`src/bdq_prefix.sv`:
```
// Log-depth prefix OR over the cell match flags: bit i is set when any cell
// at or before position i matches. No package dependencies.
`default_nettype none
module bdq_prefix #(
   parameter int WIDTH = 64
) (
   input  wire logic [WIDTH-1:0] match,
   output logic      [WIDTH-1:0] hit_incl
);

   localparam int LEVELS = (WIDTH > 1) ? $clog2(WIDTH) : 1;

   logic [WIDTH-1:0] level_bits [0:LEVELS];

   assign level_bits[0] = match;

   for (genvar l = 0; l < LEVELS; l++) begin : g_level
      for (genvar i = 0; i < WIDTH; i++) begin : g_bit
         if (i >= (1 << l)) begin : g_or
            assign level_bits[l+1][i] = level_bits[l][i] | level_bits[l][i - (1 << l)];
         end else begin : g_pass
            assign level_bits[l+1][i] = level_bits[l][i];
         end
      end
   end

   assign hit_incl = level_bits[LEVELS];

endmodule
`default_nettype wire

```
`config.mk`:
```
export PLATFORM = sky130hd
export DESIGN_NAME = bdq_prefix
export DESIGN_NICKNAME = d
export VERILOG_FILES = /design/src/bdq_prefix.sv
export SDC_FILE = /design/constraint.sdc
export NUM_CORES = 1
export LEC_CHECK = 0
export ABC_AREA = 0
export ABC_CLOCK_PERIOD_IN_PS = 3900
export BUFFER_PORTS_ARGS = -buffer_cell sky130_fd_sc_hd__buf_4
export CORE_UTILIZATION = 25
export DETAILED_ROUTE_END_ITERATION = 7
export PLACE_DENSITY = 0.84
export SLEW_MARGIN = 20
export SYNTH_ARGS = -nofsm -noshare
export SYNTH_HDL_FRONTEND = slang
export SYNTH_SLANG_ARGS = --single-unit
```
`constraint.sdc`:
```
create_clock -name vclk -period 3.9
set_clock_uncertainty 0.05 [all_clocks]
set_input_delay 1.17 -clock vclk [all_inputs]
set_output_delay 1.17 -clock vclk [all_outputs]
set_load 0.05 [all_outputs]
```
==> flow_metrics.py, run 1 <==
metrics = {
    "run_status": {
        "status": "did not finish",
        "stop_stage": "clock tree synthesis (4_1_cts)",
        "error": "[ERROR DPL-0038] Utilization greater than 100%, impossible to legalize",
    },
    "synth": {
        "ys_seq_area_share_pct": 0,
        "syn_inst": 121,
        "synth_area_leaders": "nand2_1, nor2_1, nor4_1",
        "synth_adder_area_share_pct": 0,
        "synth_compound_area_share_pct": 0,
        "synth-xor-area-share_pct": 0,
        "ys_warn_count": 0,
        "synth_top_area_share_pct": 10.2,
        "synthSimpleGateAreaFrac_pct": 94.3,
        "synth_top_family_by_area": "simple AND/OR/NAND/NOR gates",
        "syn_nets": 185,
        "synth.distinct_cells": 25,
        "muxShareOfSynthArea_pct": 0,
        "synth_area_per_cell_um2": 5.77,
        "syn_area_um2": 698,
        "yosys.area.top_type": "nand2_1",
    },
    "cts": {
        "cts_hold_buffers": 0,
        "post-cts-setup-buffer-count": 11,
        "cts_resized": 76,
    },
    "placed_design": {
        "port_buffers": 128,
        "gp_congestion": 0.806,
        "dp_hpwl_um": 4850,
    },
    "die": {
        "fp.dieH_um": 54.8,
        "die_x_um": 54.8,
        "start_util_pct": 27.2,
        "ioPinCount": 128,
        "rows": 18,
    },
}
stage by stage:
step / util [%] / instance area, um2 / std cells / worst slack [ps] / hold WS, ps
2_1_floorplan: - / 1090 / 121 / -1120 / 2460
3_3_place_gp: 93.3 / 2400 / 318 / -469 / 2640
3_5_place_dp: 93.3 / 2400 / 318 / -565 / 2640
synthesized netlist by cell type:
cell / n
and2_1: 2
and4bb_2: 2
buf_2: 2
buf_4: 1
inv_1: 6
nand2_1: 19
nand2b_1: 6
nand3_1: 10
nand3b_1: 6
nand4_1: 3
nand4_4: 1
nor2_1: 17
nor2b_1: 1
nor3_1: 11
nor3b_1: 1
nor3b_2: 1
nor4_1: 9
nor4_4: 1
nor4b_1: 2
or2_1: 1
or2_2: 9
or3_1: 7
or3_4: 1
or4_1: 1
or4_4: 1
kinds of logic after synthesis:
group | after synthesis
buf+inv | 9
simple gates | 112
==> run 2: changes to the inputs <==
Settings changed: ABC_CLOCK_PERIOD_IN_PS 3900 to 5100, CORE_AREA set to 2 2 63 65, CORE_UTILIZATION 25 to not set, DIE_AREA set to 0 0 65 67, PLACE_DENSITY 0.84 to not set, PLACE_DENSITY_LB_ADDON set to 0.15.
Clock period 3.9 ns to 5.1 ns, I/O delays scaled along.
==> flow_metrics.py, run 2 <==
metrics = {
    "run_status": {
        "status": "completed",
    },
    "routing": {
        "first_iter_violations": 50,
        "drt_pass1_iterations": 4,
        "vias": 1427,
        "avgViaCountPerCell": 4.54,
        "drt-total-wl_um": 3740,
        "drc": 0,
        "drtAntennaViolNets": 0,
        "wire_per_inst_um": 11.9,
    },
    "synth": {
        "ys_warn_count": 0,
        "synth_top_family_by_area": "simple AND/OR/NAND/NOR gates",
        "syn_nets": 185,
        "synth_area_per_cell_um2": 5.77,
        "yosys.area.top_type": "nand2_1",
        "synthSimpleGateAreaFrac_pct": 94.3,
        "syn_inst": 121,
        "synth_top_area_share_pct": 10.2,
        "synth-xor-area-share_pct": 0,
        "muxShareOfSynthArea_pct": 0,
        "syn_area_um2": 698,
        "synth_area_leaders": "nand2_1, nor2_1, nor4_1",
        "synth_compound_area_share_pct": 0,
        "synth_adder_area_share_pct": 0,
        "synthTopCellsByCount": "nand2_1, nor2_1, nor3_1, nand3_1",
        "ys_seq_area_share_pct": 0,
        "yosysMostFrequentCell": "nand2_1",
        "synth.distinct_cells": 25,
    },
    "power_and_ir_drop": {
        "fin_total_pwr_uw": 74.9,
        "power_density_nw_per_um2": 33.8,
        "irDropWorstVdd_v": 0.0000176,
        "internal_power_uw": 43.0,
        "power_frac_comb_pct": 100.0,
        "switchingPower_uw": 31.8,
        "p_leak_nw": 0.969,
        "swShare_pct": 42.5,
        "seqPwrFrac_pct": 0,
        "p_clk_share_pct": 0,
    },
    "worst_setup_path": {
        "crit_start": "match[3]",
        "cpPeakStageDelay_ps": 520,
        "crit_fanout": 7,
        "end_kind": "output pin",
        "cpLargestDelayFamily": "simple AND/OR/NAND/NOR gates",
        "worstPathRequired_ps": 3520,
        "startpoint_type": "primary input",
        "path_cells": "buf_6 -> or4_4 -> and4bb_2 -> nand4_4 -> and4bb_4 -> buf_12 -> nand3b_1 -> buf_6",
        "slowest_stage": "or4_4",
        "cpMostUsedCell": "buf_6",
        "cp_num_buf_inv": 3,
        "crit_arrival_ps": 3470,
        "crit_type": "in2out",
    },
    "global_route": {
        "grt-ovfl-total": 0,
        "grt.total_usage_pct": 16.2,
        "grt_pass1_vias": 1308,
        "grt_pass1_wl_um": 5820,
        "grt_max_degree": 9,
        "antenna_found_initial": 0,
    },
    "placed_design": {
        "dp_hpwl_um": 3400,
        "pre_cts_ws_ps": 7.38,
        "gp_congestion": 0.736,
        "port_buffers": 128,
    },
    "sta": {
        "hold_violations": 0,
        "slew_headroom_pct": 64.1,
        "period_minus_slack_ps": 5050,
        "setup_viol": 0,
        "whs_ps": 3350,
        "fmax_ghz": 0.198,
        "setup_slack_ps": 54.8,
        "rsz0062_at_grt": "true",
        "timing.final.crit_share_pct": 98.9,
        "worst_slew_pin_slew_ps": 534,
        "slew_violations": 0,
    },
    "finish": {
        "seq_area_um2": 0,
        "layout_commonest_cell": "buf_4",
        "area_growth_pct": 218,
        "design.seq.count": 0,
        "diodes": 0,
        "final_cell_mix": "buf_4, nor2_1, nor3_1",
        "fill_cells": 344,
        "layout.nets": 332,
        "drive_gt1_share_pct": 72.9,
        "clock_buffers": 0,
    },
    "die": {
        "start_util_pct": 19.4,
        "fp.dieH_um": 67,
        "coreArea_um2": 3610,
        "rows": 22,
        "ioPinCount": 128,
        "die_x_um": 65,
        "dieArea_um2": 4360,
    },
    "cts": {
        "cts_hold_buffers": 0,
    },
    "min_path": {
        "worstHoldPathType": "in2out",
        "hold_start": "match[63]",
    },
    "job": {
        "cap_violations": 0,
    },
}
-- run 2: cell counts after synthesis --
Identical to the previous run, type by type.
-- run 2: layout make-up --
type | instances | area, um2 | area share [%]
inverters | 6 | 26.3 | 1.19
well taps | 48 | 60.1 | 2.71
repair buffers | 148 | 1190 | 53.6
multi-input cells | 112 | 943 | 42.6
-- run 2: logic make-up (layout without fill, tap and decap cells) --
family,count (synthesis),count (layout)
buf+inv,9,154
simple gates,112,112
-- run 2: stage by stage --
step	instances	util (%)	setup TNS [ps]	instance area [um2]
global route	314	61.5	-72.9	2220
floorplan	121	-	-5450	1010
global placement	313	60.4	0	2180
CTS	313	60.4	0	2180
finish	314	61.5	0	2220
detailed placement	313	60.4	0	2180
-- run 2: path summary, 6_finish.rpt --
kind	end	slack, ps	cells after the start
worst max-delay path	hit_incl[54]	50	8
worst min-delay path	hit_incl[63]	3350	3
-- run 2: per-layer routing --
metal,vias up,track usage [%],wire [um]
met1,635,18.2,1370
met2,59,32.9,2040
li1,733,-,-
met5,-,0,0
met3,0,2.53,330
met4,0,0.798,0
-- run 2: power by group through the flow --
| stage | Sequential, mW | Combinational, mW | Clock, mW |
|---|---|---|---|
| 3_3_place_gp | 0 | 0.0735 | 0 |
| 4_1_cts | 0 | 0.0742 | 0 |
| 5_1_grt | 0 | 0.0806 | 0 |
| 6_report | 0 | 0.0749 | 0 |
| 2_1_floorplan | 0 | 0.0219 | 0 |
| 3_5_place_dp | 0 | 0.0741 | 0 |
-- run 2: timing repair --
action / CTS / global route
buffers inserted: 0 / 1
gates cloned: 0 / 0
gates resized for setup: 0 / 8
endpoints found under the setup margin: 2 / 7
pin swaps: 2 / 3
Power figures use the tool's default switching activity.
