File: src/bdq_pkg.sv
// Shared types and operation codes for the bounded deque with extract.
// No dependencies; bdq_cell, the top level and bdq_checker import this package.
`default_nettype none
package bdq_pkg;

   localparam int FUNC_WIDTH = 3;
   localparam int DATA_WIDTH = 32;
   localparam int LIMIT_WIDTH = 7;

   localparam logic [FUNC_WIDTH-1:0] FUNC_APPEND       = 3'd0;
   localparam logic [FUNC_WIDTH-1:0] FUNC_REMOVE_FRONT = 3'd1;
   localparam logic [FUNC_WIDTH-1:0] FUNC_REMOVE_BACK  = 3'd2;
   localparam logic [FUNC_WIDTH-1:0] FUNC_EXTRACT      = 3'd3;
   localparam logic [FUNC_WIDTH-1:0] FUNC_PEEK_FRONT   = 3'd4;
   localparam logic [FUNC_WIDTH-1:0] FUNC_PEEK_BACK    = 3'd5;

   typedef struct packed {
      logic append_ok;
      logic shift_all;
      logic shift_hit;
   } cell_ctl_type;

endpackage
`default_nettype wire

File: src/bdq_cell.sv
// One storage cell of the deque chain: holds one entry, compares it with
// the search key and takes its right neighbor's entry on a shift. Uses bdq_pkg.
`default_nettype none
module bdq_cell
   import bdq_pkg::*;
#(
   parameter int INDEX       = 0,
   parameter int VALUE_WIDTH = 32,
   parameter int COUNT_WIDTH = 7
) (
   input  wire logic                   clock,
   input  wire cell_ctl_type           ctl,
   input  wire logic [COUNT_WIDTH-1:0] count,
   input  wire logic [VALUE_WIDTH-1:0] key,
   input  wire logic [VALUE_WIDTH-1:0] next_value,
   input  wire logic                   hit_incl,
   output logic      [VALUE_WIDTH-1:0] value,
   output logic                        match,
   output logic      [VALUE_WIDTH-1:0] tail_term
);

   logic [VALUE_WIDTH-1:0] value_ff;
   logic [VALUE_WIDTH-1:0] value_in;
   logic                   occupied;
   logic                   is_last;
   logic                   is_free;

   assign occupied = count > COUNT_WIDTH'(INDEX);
   assign is_last  = count == COUNT_WIDTH'(INDEX + 1);
   assign is_free  = count == COUNT_WIDTH'(INDEX);

   always_comb begin
      value_in = value_ff;
      if (ctl.append_ok && is_free) begin
         value_in = key;
      end else if (ctl.shift_all || (ctl.shift_hit && hit_incl)) begin
         value_in = next_value;
      end
   end

   always_ff @(posedge clock) begin
      value_ff <= value_in;
   end

   assign value     = value_ff;
   assign match     = occupied && (value_ff == key);
   assign tail_term = is_last ? value_ff : '0;

endmodule
`default_nettype wire

File: config.mk
export PLATFORM = sky130hd
export DESIGN_NAME = bdq_cell
export DESIGN_NICKNAME = d
export VERILOG_FILES = /design/src/bdq_pkg.sv /design/src/bdq_cell.sv
export SDC_FILE = /design/constraint.sdc
export NUM_CORES = 1
export LEC_CHECK = 0
export ABC_CLOCK_PERIOD_IN_PS = 2200
export BUFFER_PORTS_ARGS = -buffer_cell sky130_fd_sc_hd__buf_4
export CORE_AREA = 5 5 90 92
export DETAILED_ROUTE_END_ITERATION = 10
export DIE_AREA = 0 0 95 97
export GPL_TIMING_DRIVEN = 0
export PLACE_DENSITY = 0.63
export SYNTH_ARGS = -nofsm -noshare
export SYNTH_HDL_FRONTEND = slang
export SYNTH_SLANG_ARGS = --single-unit
File: constraint.sdc
create_clock -name clock -period 2.2 [get_ports clock]
set_clock_uncertainty 0.1 [all_clocks]
set_input_delay 0.11 -clock clock [delete_from_list [all_inputs] [get_ports clock]]
set_output_delay 0.11 -clock clock [all_outputs]
set_load 0.02 [all_outputs]
==> results.md <==
Run status:
- The run finished with clean final reports.

Finish:
- The most common cell after layout, fill and taps aside is buf_4.
- The area of combinational cells with multiple inputs is about 1100 um2.
- In the layout the commonest cells are buf_4 (140), and2_1 (32), xor2_1 (32), edfxtp_1 (32), mux2_4 (29).
- The layout overhead on the synthesized area is 61.2%.
- The flip-flop count of the largest register after layout is 32.
- The summed area of non-filler cells in the final layout is roughly 3400 um2.
- The repair_antennas step left the layout with diodes totalling 0.
- The area used by sequential logic in the layout is roughly 960 um2.
- The layout net count is 374.
- The post-route netlist has 63.4% of its cells at a drive strength greater than 1.
- The layout has 706 filler cells.

Route:
- Dividing the detail-routed via count by the number of cells gives between 4 and 5.
- For this block, the routed nets add up to 6.56 mm of wire.
- For this block, the initial DRC count from the detailed router was 37.
- For this run, design rule violations remaining after detail routing come to 0.
- The routed layout has 1727 vias.
- The number of nets with antenna violations after detailed routing is 0.
- The average wire per standard cell is 16.5 um.
- The count of TritonRoute iterations in the first routing pass is 4.

Placed design:
- The count of buffers added on input and output ports is 140.
- The final weighted congestion of routability-driven global placement is 0.692.
- The total cell area at the placement stage is 3260 um2.
- The final HPWL from detailed placement is 5.21 mm.

Synthesis:
- After synthesis, the mean cell area works out to roughly 14 um2.
- In the synthesized netlist the async set-or-reset flop fraction comes to 0%.
- The number of flops mapped to enable cells by yosys is 32.
- After synthesis, the cell types taking the most area are edfxtp_1 (46%), mux2_4 (21%), xor2_1 (13%).
- The number of instances in the synthesized netlist is ~150.
- The mapped netlist covers 2090 um2.
- The cell type with the highest aggregate area in the netlist is edfxtp_1.
- After synthesis the netlist holds a flip-flop and latch count of 32.
- The number of warnings reported in the yosys synthesis log is 0.
- The fraction of synthesized cell area taken by the top area cell type is roughly 46%.
- When the netlist entered floorplanning its net count stood at roughly 230.
- The distinct cell type count after synthesis is 16.
- The leading register cell type out of synthesis is edfxtp_1.
- For this run, the register share of the synthesized area comes to 46.1%.

CTS:
- In this run the deepest clock path goes through 2 buffers.
- TritonCTS built the clock tree.
- The CTS clock-pin slew for the worst setup and hold paths is 70 ps.
- Clock tree synthesis found a total of 32 sinks.
- The number of buffers inserted for hold repair after clock tree synthesis is 0.
- The H-tree depth reported by CTS is 2.
- The TritonCTS buffer count is 5.
- The cell sitting at the root of the clock tree is a clkbuf_8.

Floorplanning:
- The number of primary I/O pins is 141.
- Row generation in the floorplan step produced 31 rows.
- The overall die width is 95 um.
- For this configuration, the core starts out at a cell density of 29.2%.
- The die height is between 90 and 100 um.
- The die covers 9220 um2.
- The floorplan core area is 7140 um2.

Worst setup path:
- Data arrives at the worst endpoint at 1890 ps.
- The startpoint kind of the worst setup timing path is a register.
- The worst setup path is of the register to output pin kind.
- The signal on the critical path passes through xor2_1 -> nor4_1 -> nand4_1 -> nor3_1 -> buf_4.
- For the worst setup path, the data required time is 1990 ps.
- The worst setup path is captured at an output pin.
- On the critical path, the stage with the largest delay is an instance of nor4_1.
- For this run, the slowest stage of the critical path takes approximately 470 ps.
- Along the worst path, the maximum fanout reaches 3.

Hold path:
- The worst hold path terminates at value[2].
- The startpoint identified for the worst hold timing path is next_value[2].
- The number of stages on the worst hold path is 2.
- The classification of the worst-slack hold path is input pin to register.

Timing:
- The transition time of the tightest slew-check pin is 470 ps.
- The worst relative slew slack is 68.4%.
- Setup repair after global routing left no endpoint under its margin.
- For the final routed database, the setup TNS stands at 0 ps.
- The clock period could shrink to around 2100 ps.
- The count of endpoints failing hold in the final timing report is 0.
- The post-route fraction of the period consumed by the critical path is 95.3%.
- The number of max-slew violations in the final report is 0.
- The count of endpoints failing setup in the final report is 0.
- Static timing analysis puts the maximum clock frequency at 477 MHz.

Global routing:
- The first-pass GRT wire length is 9.93 mm.
- The via count of the first global-routing pass came to 1833.
- The initial antenna violation count is 0.
- Global routing used 14.1% of the available tracks.
- The remaining global-route overflow is 0.
- Entering global routing, the biggest net connects 33 pins.

Pwr:
- The maximum vdd drop is 0.231 mV.
- In this run the power density over the cells is 493 nW/um2.
- Summed over all cells, the static leakage comes to ~1.6 nW.

Run:
- The number of max-cap violations is 0.
## what timing repair did
| item | 4_1_cts | 5_1_grt |
|---|---|---|
| cloned | 0 | 0 |
| setup buffers | 0 | 0 |
| setup endpoints to repair | 62 | 1 |
| gates resized for setup | 5 | 1 |
## cells by family (layout without fill, tap and decap cells)
logic type	after synthesis	after routing	synth area share (%)
xor+xnor	32	32	13.4
flops	32	32	46.1
simple gates	48	48	15.6
compound gates	1	1	0.240
buf+inv	6	153	2.16
mux	32	32	22.5
## cells in the mapped netlist, types with 2 or more instances
cell type,number
mux2_4,29
edfxtp_1,32
clkbuf_1,3
buf_6,3
xor2_1,32
nor4_1,8
mux2_2,3
and2_1,32
nand4_1,2
## critical path: cells and delay by family (launching register included)
kind,cells,cell delay (ps)
and+or+nand+nor,3,840
buffers and inverters,1,170
xor gates and xnor gates,1,170
DFF,1,430
## per-layer routing
layer	track usage, %	vias to the layer above	share of wire (%)
met3	4.89	4	8.0
met2	24.9	81	51
li1	-	836	-
met1	16.5	806	40
met4	2.66	0	0.79
met5	0	-	0
## worst max path at each step
stage	to	startpoint	depth (start not counted)	slack (ps)
after global routing	match	value[4]	5	10
after detailed placement	value[28]	count[5]	6	-320
after global placement	value[30]	count[5]	6	-300
final	match	value[1]	5	100
after CTS	match	value[30]	5	20
after floorplan	value[0]	count[5]	5	160
## power breakdown
group          switching (W)  internal (W)
logic               0.000198      0.000239
clock network       0.000215      0.000209
registers          0.0000521      0.000744
total               0.000465       0.00119
## layout make-up
| class | count | area share [%] |
|---|---|---|
| Multi-Input combinational cell | 113 | 32.8 |
| Timing Repair Buffer | 140 | 31.3 |
| Sequential cell | 32 | 28.6 |
| Tap cell | 99 | 3.68 |
| Clock buffer | 5 | 2.05 |
| Buffer | 6 | 1.45 |
| Clock inverter | 2 | 0.223 |
## metrics by stage
stage          hold WS (ps)  setup WS, ps  power, W  utilization (%)  std cells
5_1_grt                14.9          13.7   0.00175             47.1        397
3_5_place_dp            314          -318   0.00125             45.7        390
2_1_floorplan           227           160  0.000999                -        151
6_report               22.3           103   0.00166             47.1        397
3_3_place_gp            311          -303   0.00124             45.7        390
4_1_cts                12.3          24.7   0.00168             47.0        397
Power figures use the tool's default switching activity.
